File: config.mk
export PLATFORM = sky130hd
export DESIGN_NAME = length_prefix_deframer_unit
export DESIGN_NICKNAME = d
export VERILOG_FILES = /design/src/lpd_pkg.sv /design/src/lpd_regs.sv /design/src/lpd_in_stage.sv /design/src/lpd_core.sv /design/src/length_prefix_deframer_unit.sv
export SDC_FILE = /design/constraint.sdc
export NUM_CORES = 1
export LEC_CHECK = 0
export BUFFER_PORTS_ARGS = -buffer_cell sky130_fd_sc_hd__buf_2
export CAP_MARGIN = 10
export CORE_UTILIZATION = 50
export DETAILED_ROUTE_END_ITERATION = 7
export HOLD_SLACK_MARGIN = 0.05
export PLACE_DENSITY = 0.72
export SLEW_MARGIN = 5
export SYNTH_ARGS = -nofsm -noshare
export SYNTH_HDL_FRONTEND = slang
export SYNTH_HIERARCHICAL = 1
export SYNTH_SLANG_ARGS = --single-unit
File: constraint.sdc
create_clock -name i_clk -period 4 [get_ports i_clk]
set_input_delay 0.6 -clock i_clk [delete_from_list [all_inputs] [get_ports i_clk]]
set_output_delay 0.6 -clock i_clk [all_outputs]
set_load 0.05 [all_outputs]
File: src/lpd_pkg.sv
// Shared types and constants for the length-prefix deframer.
`timescale 1ns / 1ps
package lpd_pkg;

    // Number of length bytes in one header, least significant byte first.
    localparam int LENGTH_BYTES_DEF = 4;

    // Widths fixed by the field definitions.
    localparam int BYTE_W    = 8;
    localparam int LENGTH_W  = 32;
    localparam int HCOUNT_W  = 2;
    localparam int APB_ADDR_W = 3;
    localparam int APB_DATA_W = 32;

    // Register index, taken from the word address bit of paddr.
    localparam logic REG_MAX_LENGTH = 1'b0;

    // Reset value of the largest accepted length.
    localparam logic [LENGTH_W-1:0] MAX_LENGTH_RST = '1;

    // Result kinds.
    typedef enum logic [1:0] {
        KIND_PAYLOAD = 2'd0,
        KIND_HEADER  = 2'd1,
        KIND_EMPTY   = 2'd2,
        KIND_REJECT  = 2'd3
    } t_kind;

    // Held input request passed from the input register to the core.
    typedef struct packed {
        logic              valid;
        logic [BYTE_W-1:0] rx_byte;
    } t_in_req;

endpackage

File: src/lpd_regs.sv
// APB-style configuration register for the largest accepted length.
`timescale 1ns / 1ps
module lpd_regs (
    input  logic                                i_clk,
    input  logic                                i_rst_n,
    input  logic                                psel,
    input  logic                                penable,
    input  logic                                pwrite,
    input  logic [lpd_pkg::APB_ADDR_W-1:0]      paddr,
    input  logic [lpd_pkg::APB_DATA_W-1:0]      pwdata,
    output logic [lpd_pkg::APB_DATA_W-1:0]      prdata,
    output logic                                pready,
    output logic [lpd_pkg::LENGTH_W-1:0]        o_max_length
);

    logic [lpd_pkg::LENGTH_W-1:0] r_max_length;
    logic                         w_sel_max;

    // Word address bit picks the register; only index zero exists.
    assign w_sel_max = (paddr[2] == lpd_pkg::REG_MAX_LENGTH);

    // Register write on the access phase.
    always_ff @(posedge i_clk) begin
        if (!i_rst_n) begin
            r_max_length <= lpd_pkg::MAX_LENGTH_RST;
        end else if (psel && penable && pwrite && w_sel_max) begin
            r_max_length <= pwdata;
        end
    end

    // Read data; an address beyond the register reads as zero.
    always_comb begin
        prdata = '0;
        if (w_sel_max) begin
            prdata = r_max_length;
        end
    end

    assign pready       = 1'b1;
    assign o_max_length = r_max_length;

endmodule

File: src/lpd_in_stage.sv
// Input register that holds one received byte for the deframing core.
`timescale 1ns / 1ps
module lpd_in_stage (
    input  logic                        i_clk,
    input  logic                        i_rst_n,
    input  logic                        i_in_valid,
    input  logic [lpd_pkg::BYTE_W-1:0]  i_rx_byte,
    output logic                        o_in_ready,
    input  logic                        i_take,
    output lpd_pkg::t_in_req            o_req
);

    logic                       r_valid;
    logic [lpd_pkg::BYTE_W-1:0] r_byte;
    logic                       w_ready;

    // The register is free when empty or when the core takes its byte now.
    assign w_ready = !r_valid || i_take;

    // Valid flag.
    always_ff @(posedge i_clk) begin
        if (!i_rst_n) begin
            r_valid <= 1'b0;
        end else if (w_ready) begin
            r_valid <= i_in_valid;
        end
    end

    // Payload byte needs no reset.
    always_ff @(posedge i_clk) begin
        if (w_ready && i_in_valid) begin
            r_byte <= i_rx_byte;
        end
    end

    assign o_in_ready    = w_ready;
    assign o_req.valid   = r_valid;
    assign o_req.rx_byte = r_byte;

endmodule

File: src/lpd_core.sv
// Deframing state and result register: header gathering and payload counting.
`timescale 1ns / 1ps
module lpd_core #(
    parameter int LENGTH_BYTES = lpd_pkg::LENGTH_BYTES_DEF
) (
    input  logic                          i_clk,
    input  logic                          i_rst_n,
    input  lpd_pkg::t_in_req              i_req,
    output logic                          o_take,
    input  logic [lpd_pkg::LENGTH_W-1:0]  i_max_length,
    output logic                          o_out_valid,
    input  logic                          i_out_ready,
    output logic [1:0]                    o_kind,
    output logic [lpd_pkg::BYTE_W-1:0]    o_data_byte,
    output logic                          o_last,
    output logic [lpd_pkg::LENGTH_W-1:0]  o_packet_length
);

    localparam logic [lpd_pkg::HCOUNT_W:0] HDR_BYTES = (lpd_pkg::HCOUNT_W+1)'(LENGTH_BYTES);

    // Deframing state.
    logic                            r_in_payload,    n_in_payload;
    logic [lpd_pkg::HCOUNT_W-1:0]    r_header_count,  n_header_count;
    logic [lpd_pkg::LENGTH_W-1:0]    r_length_gather, n_length_gather;
    logic [lpd_pkg::LENGTH_W-1:0]    r_total_length,  n_total_length;
    logic [lpd_pkg::LENGTH_W-1:0]    r_remaining,     n_remaining;

    // Result register.
    logic                            r_out_valid,     n_out_valid;
    lpd_pkg::t_kind                  r_kind,          n_kind;
    logic [lpd_pkg::BYTE_W-1:0]      r_data_byte,     n_data_byte;
    logic                            r_last,          n_last;
    logic [lpd_pkg::LENGTH_W-1:0]    r_packet_length, n_packet_length;

    logic                            w_take;
    logic                            w_produce;
    logic [lpd_pkg::LENGTH_W-1:0]    w_len;
    logic                            w_header_done;

    // A byte is taken whenever the result register can be refilled.
    assign w_take = i_req.valid && (!r_out_valid || i_out_ready);

    // Length so far with the new byte placed at its byte lane.
    assign w_len = r_length_gather
                 | (lpd_pkg::LENGTH_W'(i_req.rx_byte) << {r_header_count, 3'b000});
    assign w_header_done = ({1'b0, r_header_count} + 1'b1) >= HDR_BYTES;

    // Next state and result for the byte being taken.
    always_comb begin
        n_in_payload    = r_in_payload;
        n_header_count  = r_header_count;
        n_length_gather = r_length_gather;
        n_total_length  = r_total_length;
        n_remaining     = r_remaining;
        n_kind          = r_kind;
        n_data_byte     = r_data_byte;
        n_last          = r_last;
        n_packet_length = r_packet_length;
        w_produce       = 1'b0;

        if (r_in_payload) begin
            w_produce   = 1'b1;
            n_kind      = lpd_pkg::KIND_PAYLOAD;
            n_data_byte = i_req.rx_byte;
            if (r_remaining <= lpd_pkg::LENGTH_W'(1)) begin
                // Final payload byte closes the packet.
                n_last          = 1'b1;
                n_packet_length = r_total_length;
                n_in_payload    = 1'b0;
                n_total_length  = '0;
                n_remaining     = '0;
            end else begin
                n_last          = 1'b0;
                n_remaining     = r_remaining - 1'b1;
                n_packet_length = r_remaining - 1'b1;
            end
        end else if (!w_header_done) begin
            // Partial header: keep gathering, no result.
            n_length_gather = w_len;
            n_header_count  = r_header_count + 1'b1;
        end else begin
            // Complete header: judge the length.
            w_produce       = 1'b1;
            n_header_count  = '0;
            n_length_gather = '0;
            n_data_byte     = '0;
            n_packet_length = w_len;
            if (w_len > i_max_length) begin
                n_kind = lpd_pkg::KIND_REJECT;
                n_last = 1'b0;
            end else if (w_len == '0) begin
                n_kind = lpd_pkg::KIND_EMPTY;
                n_last = 1'b1;
            end else begin
                n_kind         = lpd_pkg::KIND_HEADER;
                n_last         = 1'b0;
                n_total_length = w_len;
                n_remaining    = w_len;
                n_in_payload   = 1'b1;
            end
        end
    end

    // Output valid follows the taken byte or drains on acceptance.
    always_comb begin
        n_out_valid = r_out_valid;
        if (w_take) begin
            n_out_valid = w_produce;
        end else if (i_out_ready) begin
            n_out_valid = 1'b0;
        end
    end

    // Control state.
    always_ff @(posedge i_clk) begin
        if (!i_rst_n) begin
            r_in_payload    <= 1'b0;
            r_header_count  <= '0;
            r_length_gather <= '0;
            r_total_length  <= '0;
            r_remaining     <= '0;
            r_out_valid     <= 1'b0;
        end else begin
            r_out_valid <= n_out_valid;
            if (w_take) begin
                r_in_payload    <= n_in_payload;
                r_header_count  <= n_header_count;
                r_length_gather <= n_length_gather;
                r_total_length  <= n_total_length;
                r_remaining     <= n_remaining;
            end
        end
    end

    // Result payload registers.
    always_ff @(posedge i_clk) begin
        if (w_take && w_produce) begin
            r_kind          <= n_kind;
            r_data_byte     <= n_data_byte;
            r_last          <= n_last;
            r_packet_length <= n_packet_length;
        end
    end

    assign o_take          = w_take;
    assign o_out_valid     = r_out_valid;
    assign o_kind          = r_kind;
    assign o_data_byte     = r_data_byte;
    assign o_last          = r_last;
    assign o_packet_length = r_packet_length;

endmodule

File: src/length_prefix_deframer_unit.sv
// A request accepted by the input register has its result shown by the result register
// (input register, then result register); partial header bytes give none.
// Throughput: one byte per cycle while results are accepted, set by the single-pass deframing core.
// Reset: synchronous, active low; clears phase, counters and output valid,
// and sets the largest accepted length to all ones.
`timescale 1ns / 1ps
module length_prefix_deframer_unit #(
    parameter int LENGTH_BYTES = lpd_pkg::LENGTH_BYTES_DEF
) (
    input  logic                              i_clk,
    input  logic                              i_rst_n,
    input  logic                              i_in_valid,
    output logic                              o_in_ready,
    input  logic [lpd_pkg::BYTE_W-1:0]        i_rx_byte,
    output logic                              o_out_valid,
    input  logic                              i_out_ready,
    output logic [1:0]                        o_kind,
    output logic [lpd_pkg::BYTE_W-1:0]        o_data_byte,
    output logic                              o_last,
    output logic [lpd_pkg::LENGTH_W-1:0]      o_packet_length,
    input  logic                              psel,
    input  logic                              penable,
    input  logic                              pwrite,
    input  logic [lpd_pkg::APB_ADDR_W-1:0]    paddr,
    input  logic [lpd_pkg::APB_DATA_W-1:0]    pwdata,
    output logic [lpd_pkg::APB_DATA_W-1:0]    prdata,
    output logic                              pready
);

    logic [lpd_pkg::LENGTH_W-1:0] w_max_length;
    lpd_pkg::t_in_req             w_req;
    logic                         w_take;

    // Configuration register.
    lpd_regs u_regs (
        .i_clk        (i_clk),
        .i_rst_n      (i_rst_n),
        .psel         (psel),
        .penable      (penable),
        .pwrite       (pwrite),
        .paddr        (paddr),
        .pwdata       (pwdata),
        .prdata       (prdata),
        .pready       (pready),
        .o_max_length (w_max_length)
    );

    // Input register.
    lpd_in_stage u_in (
        .i_clk      (i_clk),
        .i_rst_n    (i_rst_n),
        .i_in_valid (i_in_valid),
        .i_rx_byte  (i_rx_byte),
        .o_in_ready (o_in_ready),
        .i_take     (w_take),
        .o_req      (w_req)
    );

    // Deframing core and result register.
    lpd_core #(
        .LENGTH_BYTES (LENGTH_BYTES)
    ) u_core (
        .i_clk           (i_clk),
        .i_rst_n         (i_rst_n),
        .i_req           (w_req),
        .o_take          (w_take),
        .i_max_length    (w_max_length),
        .o_out_valid     (o_out_valid),
        .i_out_ready     (i_out_ready),
        .o_kind          (o_kind),
        .o_data_byte     (o_data_byte),
        .o_last          (o_last),
        .o_packet_length (o_packet_length)
    );

endmodule

==> results of run 1 <==
-- metrics by stage --
step | hold slack, ns | total power [uW] | instances
floorplan | 0.4322 | 2299 | 1025
global placement | 0.4463 | 2419 | 1335
detailed placement | 0.4468 | 2424 | 1335
CTS | 0.3274 | 4055 | 1367
global route | 0.3216 | 4172 | 1367
finish | 0.3440 | 4021 | 1367
-- registers in the layout (all words and copies together) (netlist names) --
name	flops
u_core/o_data_byte	8
u_core/o_kind	2
u_core/o_last	1
u_core/o_out_valid	1
u_core/o_packet_length	32
u_core/r_header_count	2
u_core/r_in_payload	1
u_core/r_length_gather	32
u_core/r_remaining	32
u_core/r_total_length	32
u_in/r_byte	8
u_in/r_valid	1
u_regs/o_max_length	32
-- cell usage in the layout (no fill, tap or decap), drive strengths merged, types with 21 or more instances in the layout --
master / count
a21o: 24
a21oi: 56
buf: 151
dfxtp: 133
edfxtp: 51
ha: 35
inv: 71
mux2i: 58
nand2: 85
nor2: 51
nor2b: 97
nor3: 22
nor4: 24
o21ai: 67
o2bb2ai: 33
xnor2: 21
-- timing repair --
item	4_1_cts	5_1_grt
setup endpoints to repair	0	18
setup buffers	0	0
gates resized for setup	0	1
-- worst max-delay path: cells and delay by family, from the launching register on --
family / cells / cell delay, ns
adders and majority gates: 1 / 0.34
muxes: 1 / 0.23
DFF: 1 / 0.37
and+or+nand+nor: 4 / 0.81
AOI/OAI and AO/OA: 4 / 1.09
buffers and inverters: 4 / 0.75
-- worst max-delay path by stage --
stage	start	endpoint	slack, ns	cells past startpoint
6_report	u_core/r_header_count[0]	u_core/r_remaining[30]	0.31	14
5_1_grt	u_core/r_header_count[0]	u_core/r_total_length[31]	0.08	15
4_1_cts	u_core/r_header_count[0]	u_core/r_remaining[30]	0.34	14
3_5_place_dp	u_core/r_header_count[0]	u_core/r_remaining[4]	0.38	14
3_3_place_gp	u_core/r_header_count[0]	u_core/r_remaining[4]	0.44	14
2_1_floorplan	u_core/r_header_count[1]	u_core/r_remaining[14]	0.68	15
-- cell type report --
type	instances	area, um^2
clock buffers	17	425.4
clock inverters	15	135.1
fillers	1629	7475
inverters	70	262.8
multi-input cells	701	4641
flip-flops and latches	184	4194
well taps	229	286.5
repair buffers	151	850.8
-- logic make-up (layout without fill, tap and decap cells) --
group / after synthesis / in the layout / share of synthesized area, %
AND/OR/NAND/NOR: 349 / 349 / 19.81
AO/OA/AOI/OAI: 232 / 232 / 15.85
flip-flops: 184 / 184 / 44.35
buffers and inverters: 140 / 253 / 6.774
multiplexers: 58 / 58 / 6.139
adder cells (fa/ha/maj): 35 / 35 / 4.631
XOR/XNOR: 26 / 26 / 2.408
other: 1 / 1 / 0.03965
-- report_power, final --
part	internal, uW	switching (uW)
logic	143	278
registers	1940	31.3
clock network	909	725
total	2990	1030
-- routing by layer --
metal,vias up,wire (um),track usage (%)
li1,3794,-,-
met1,3663,10540,32.68
met2,259,10970,38.83
met3,33,1520,5.850
met4,0,395,7.135
met5,-,0,0
==> results.sh, run 1 <==
export IMPL_synth_edf_count=51
export IMPL_clk_latency_ns=0.43
export IMPL_finalWirelength_um=23420
export IMPL_cpPeakStageDelay_ns=0.40
export IMPL_start_util_pct=51.76
export IMPL_reg2reg_slack_ns=0.31
export IMPL_ys_types=67
export IMPL_synthTopCellsByCount="dfxtp_1 (133), nor2b_1 (97), nand2_1 (84)"
export IMPL_grt_max_degree=94
export IMPL_power_leakage_uw=0.005008
export IMPL_ys_async_sr_fraction_pct=0
export IMPL_critPathSlowestCell="or3_1"
export IMPL_fmax_ghz=0.2711
export IMPL_fin_area_um2=10800
export IMPL_ant_nets=0
export IMPL_final_nets=1210
export IMPL_ys_seq_area_share_pct=44.35
export IMPL_synth_top_area_share_pct=28.16
export IMPL_dieArea_um2=19470
export IMPL_hold_end="u_in/r_byte[7]"
export IMPL_diodes=0
export IMPL_peakVddDrop_mv=0.3103
export IMPL_crit_required_ns=4.35
export IMPL_ys_flop_type="dfxtp_1"
export IMPL_slew_headroom_pct=22.83
export IMPL_skew_ns=0.008849
export IMPL_cts_htree_levels=4
export IMPL_maxCapViolations=0
export IMPL_avgSynthCellArea_um2=9.226
export IMPL_min_delay_start="i_rx_byte[7]"
export IMPL_finalCritPeriodShare_pct=92.21
export IMPL_grt_pass1_vias=7044
export IMPL_critPathKind="flop to flop"
export IMPL_synth_area_leader_cell="dfxtp_1"
export IMPL_area_growth_pct=14.16
export IMPL_layout_drive_gt1_share_pct=17.49
export IMPL_io_pins=128
export IMPL_setup_viol_count_final=0
export IMPL_syn_nets=1110
export IMPL_worst_ep_arrival_time_ns=4.04
export IMPL_cp_cell_sequence="buf_4, nor2b_1, buf_4, a21oi_1, inv_1, ha_1, nand4_1, or3_1, a21oi_1, o311a_1, nor3_1, o21ai_2, buf_12, mux2i_1"
export IMPL_place_hpwl_um=15980
export IMPL_synthTopCellsByArea="dfxtp_1 (28%), edfxtp_1 (16%), nor2b_1 (6.4%)"
export IMPL_hold_viol=0
export IMPL_antenna_found_initial=0
export IMPL_clk_pin_slew_worst_paths_ns=0.07
export IMPL_power_density_nw_per_um2=372.5
export IMPL_via_per_inst=5.669
export IMPL_dpl_instance_area_um2=10230
export IMPL_cts_tree="done"
export IMPL_fp_dieW_um=139.5
export IMPL_vias=7749
export IMPL_reg2reg_to="u_core/r_remaining[30]"
export IMPL_overflow=0
export IMPL_die_height_um=139.5
export IMPL_first_iter_violations=803
export IMPL_min_period_ns=3.689
export IMPL_num_rows=49
export IMPL_grt_pass1_wl_um=36800
export IMPL_worst_pin_slew_ns=1.155
export IMPL_grt_usage_pct=24.33
export IMPL_cp_end_kind="flop"
export IMPL_final_core_util_pct=59.09
export IMPL_port_buffers=124
export IMPL_drtPass1Iterations=5
export IMPL_cts_buffer_depth=2
export IMPL_netlist_instances=1025
export IMPL_grt_setup_unrepaired="no"
export IMPL_status="finished clean"
export IMPL_critPathMaxFanout=26
export IMPL_core_area_um2=18270
export IMPL_wire_per_inst_um=17.13
export IMPL_synth_warnings=6
export IMPL_drc_errors=0
export IMPL_r2r_start="u_core/r_header_count[0]"
export IMPL_place_gp_congestion=0.8516
export IMPL_ys_seq_elements=184
export IMPL_cts_made_buffers=17
export IMPL_cts_sinks=184
export IMPL_setup_slack_ns=0.3115
export IMPL_netlist_area_um2=9457
export IMPL_pre_cts_ws_ns=0.3837
export IMPL_start_kind="flop"
export IMPL_ctsHoldBuffers=0
export IMPL_reg2reg_depth=14
export IMPL_cts_root_buf="clkbuf_16"
export IMPL_fin_tns_setup_ns=0
export IMPL_slew_viol_final=0
export IMPL_min_path_cells=1
export IMPL_hold_class="input port to flop"
export IMPL_synth_most_common_cell="dfxtp_1"
Power figures use the tool's default switching activity.
==> inputs of run 2 (changes only) <==
CORE_UTILIZATION = 58   (was 50)
HOLD_SLACK_MARGIN = not set   (was 0.05)
PLACE_DENSITY = 0.81   (was 0.72)
SLEW_MARGIN = not set   (was 5)
==> run 2 against run 1 <==
Compared with the run above:
- largest cell class unchanged
- maximum frequency is 2.7% lower
- combinational power is 2% lower
- global-route usage is 3.0 points higher
- setup slack worse by 0.10 ns
- first-iteration DRC count is 16% lower
- critical path type unchanged
- core utilization is 8.7 points higher
- clock skew hardly changed
- sequential cell count stayed put
- final cell count is 1.5% lower
==> results.sh, run 2 (same netlist as run 1, synthesis figures left out) <==
export IMPL_slew_headroom_pct=23.04
export IMPL_finalPower_uw=4143
export IMPL_cts_made_buffers=17
export IMPL_vias=7877
export IMPL_fmax_ghz=0.2637
export IMPL_pre_cts_ws_ns=0.1307
export IMPL_hold_viol=0
export IMPL_core_area_um2=15890
export IMPL_switchingPower_uw=1042
export IMPL_drtPass1Iterations=8
export IMPL_critPathSlowestCell="dfxtp_1"
export IMPL_area_growth_pct=13.91
export IMPL_start_util_pct=59.53
export IMPL_cts_htree_levels=4
export IMPL_clk_latency_ns=0.43
export IMPL_place_hpwl_um=15120
export IMPL_final_common_cell="dfxtp_1"
export IMPL_grt_pass1_vias=7203
export IMPL_p_int_uw=3101
export IMPL_wire_per_inst_um=16.92
export IMPL_start_kind="flop"
export IMPL_skew_ns=0.008673
export IMPL_first_iter_violations=676
export IMPL_cts_sinks=184
export IMPL_drc_errors=0
export IMPL_grt_usage_pct=27.35
export IMPL_cpPeakStageDelay_ns=0.53
export IMPL_path_buf_inv=2
export IMPL_ctsHoldBuffers=0
export IMPL_io_pins=128
export IMPL_via_per_inst=5.852
export IMPL_dp_cells=1314
export IMPL_dieArea_um2=16820
export IMPL_setup_slack_ns=0.2082
export IMPL_grt_max_degree=73
export IMPL_die_height_um=129.7
export IMPL_cp_end_kind="flop"
export IMPL_seqPwrFrac_pct=47.5
export IMPL_fin_tns_setup_ns=0
export IMPL_cp_cell_sequence="nor2b_1, a21oi_1, inv_1, ha_1, nand4_1, nor2_1, a221o_1, o311a_1, nor3_1, o21ai_4, buf_12, mux2i_1"
export IMPL_critPathKind="flop to flop"
export IMPL_critPathMaxFanout=18
export IMPL_place_gp_congestion=0.8925
export IMPL_clk_pin_slew_worst_paths_ns=0.07
export IMPL_finalCritPeriodShare_pct=94.80
export IMPL_crit_required_ns=4.34
export IMPL_cts_root_buf="clkbuf_16"
export IMPL_worst_ep_arrival_time_ns=4.13
export IMPL_final_core_util_pct=67.81
export IMPL_layout_drive_gt1_share_pct=16.99
export IMPL_post_cts_buffers=0
export IMPL_worst_pin_slew_ns=1.152
export IMPL_hold_class="input port to flop"
export IMPL_final_cell_mix="dfxtp_1 (133), buf_2 (123), nor2b_1 (97), nand2_1 (84), inv_1 (69)"
export IMPL_p_clk_share_pct=42.6
export IMPL_setup_viol_count_final=0
export IMPL_port_buffers=124
export IMPL_final_nets=1202
export IMPL_grt_setup_unrepaired="no"
export IMPL_overflow=0
export IMPL_ant_nets=0
export IMPL_maxCapViolations=0
export IMPL_status="finished clean"
export IMPL_slew_viol_final=0
export IMPL_cts_buffer_depth=2
export IMPL_power_density_nw_per_um2=384.7
export IMPL_finalWirelength_um=22780
export IMPL_fp_dieW_um=129.7
export IMPL_pwr_share_comb_pct=9.9
export IMPL_cp_top_family="compound AO/OA/AOI/OAI gates"
export IMPL_final_cell_count_no_fill=1346
export IMPL_peakVddDrop_mv=0.3029
export IMPL_num_rows=46
export IMPL_power_share_switching_pct=25.15
export IMPL_min_period_ns=3.792
export IMPL_antenna_found_initial=0
export IMPL_cts_tree="done"
export IMPL_grt_pass1_wl_um=35660
export IMPL_diodes=0
export IMPL_power_leakage_uw=0.004999
run 2: area by class of cell:
| cell class | instances | area, um^2 |
|---|---|---|
| sequential | 184 | 4194 |
| timing repair buffer | 143 | 778.2 |
| multi-input combinational | 701 | 4646 |
| clock buffer | 20 | 457.9 |
| fill | 1253 | 5114 |
| inverter | 70 | 262.8 |
| tap | 216 | 270.3 |
| clock inverter | 12 | 162.7 |
run 2: path summary, 6_finish.rpt:
path | startpoint | to | slack [ns] | depth (start not counted)
setup / recovery | u_core/r_header_count[0] | u_core/r_remaining[19] | 0.21 | 12
hold / removal | i_rx_byte[0] | u_in/r_byte[0] | 0.34 | 1
setup reg to reg | u_core/r_header_count[0] | u_core/r_remaining[19] | 0.21 | 12
hold reg to reg | u_core/r_total_length[1] | u_core/r_total_length[1] | 0.47 | 1
run 2: metal layers:
metal	wire length [um]	global-route usage (%)
met5	0	0
met4	686	11.22
met3	1591	5.207
met2	10750	45.05
met1	9747	35.39
run 2: worst reg2reg max path, stage by stage, from the launching register on:
cell,delay [ns]
dfxtp_1,0.53
nor2b_1,0.52
a21oi_1,0.30
inv_1,0.13
ha_1,0.25
nand4_1,0.17
nor2_1,0.06
a221o_1,0.29
o311a_1,0.43
nor3_1,0.37
o21ai_4,0.19
buf_12,0.25
mux2i_1,0.22
run 2: what timing repair did:
action                     4_1_cts  5_1_grt
setup endpoints to repair        0       46
hold endpoints to repair         0        0
resized for setup                0        2
run 2: power groups by stage:
stage	clock network [uW]	logic [uW]	registers [uW]
finish	1770	410	1970
global route	1850	442	1970
CTS	1790	406	1960
detailed placement	0	403	2010
global placement	0	396	2010
floorplan	0	305	1990
run 2: metrics by stage:
step           instance area [um^2]  hold WS [ns]
5_1_grt                       10770        0.3341
3_3_place_gp                  10140        0.4456
4_1_cts                       10760        0.3360
2_1_floorplan                  9457        0.4322
6_report                      10770        0.3435
3_5_place_dp                  10140        0.4481
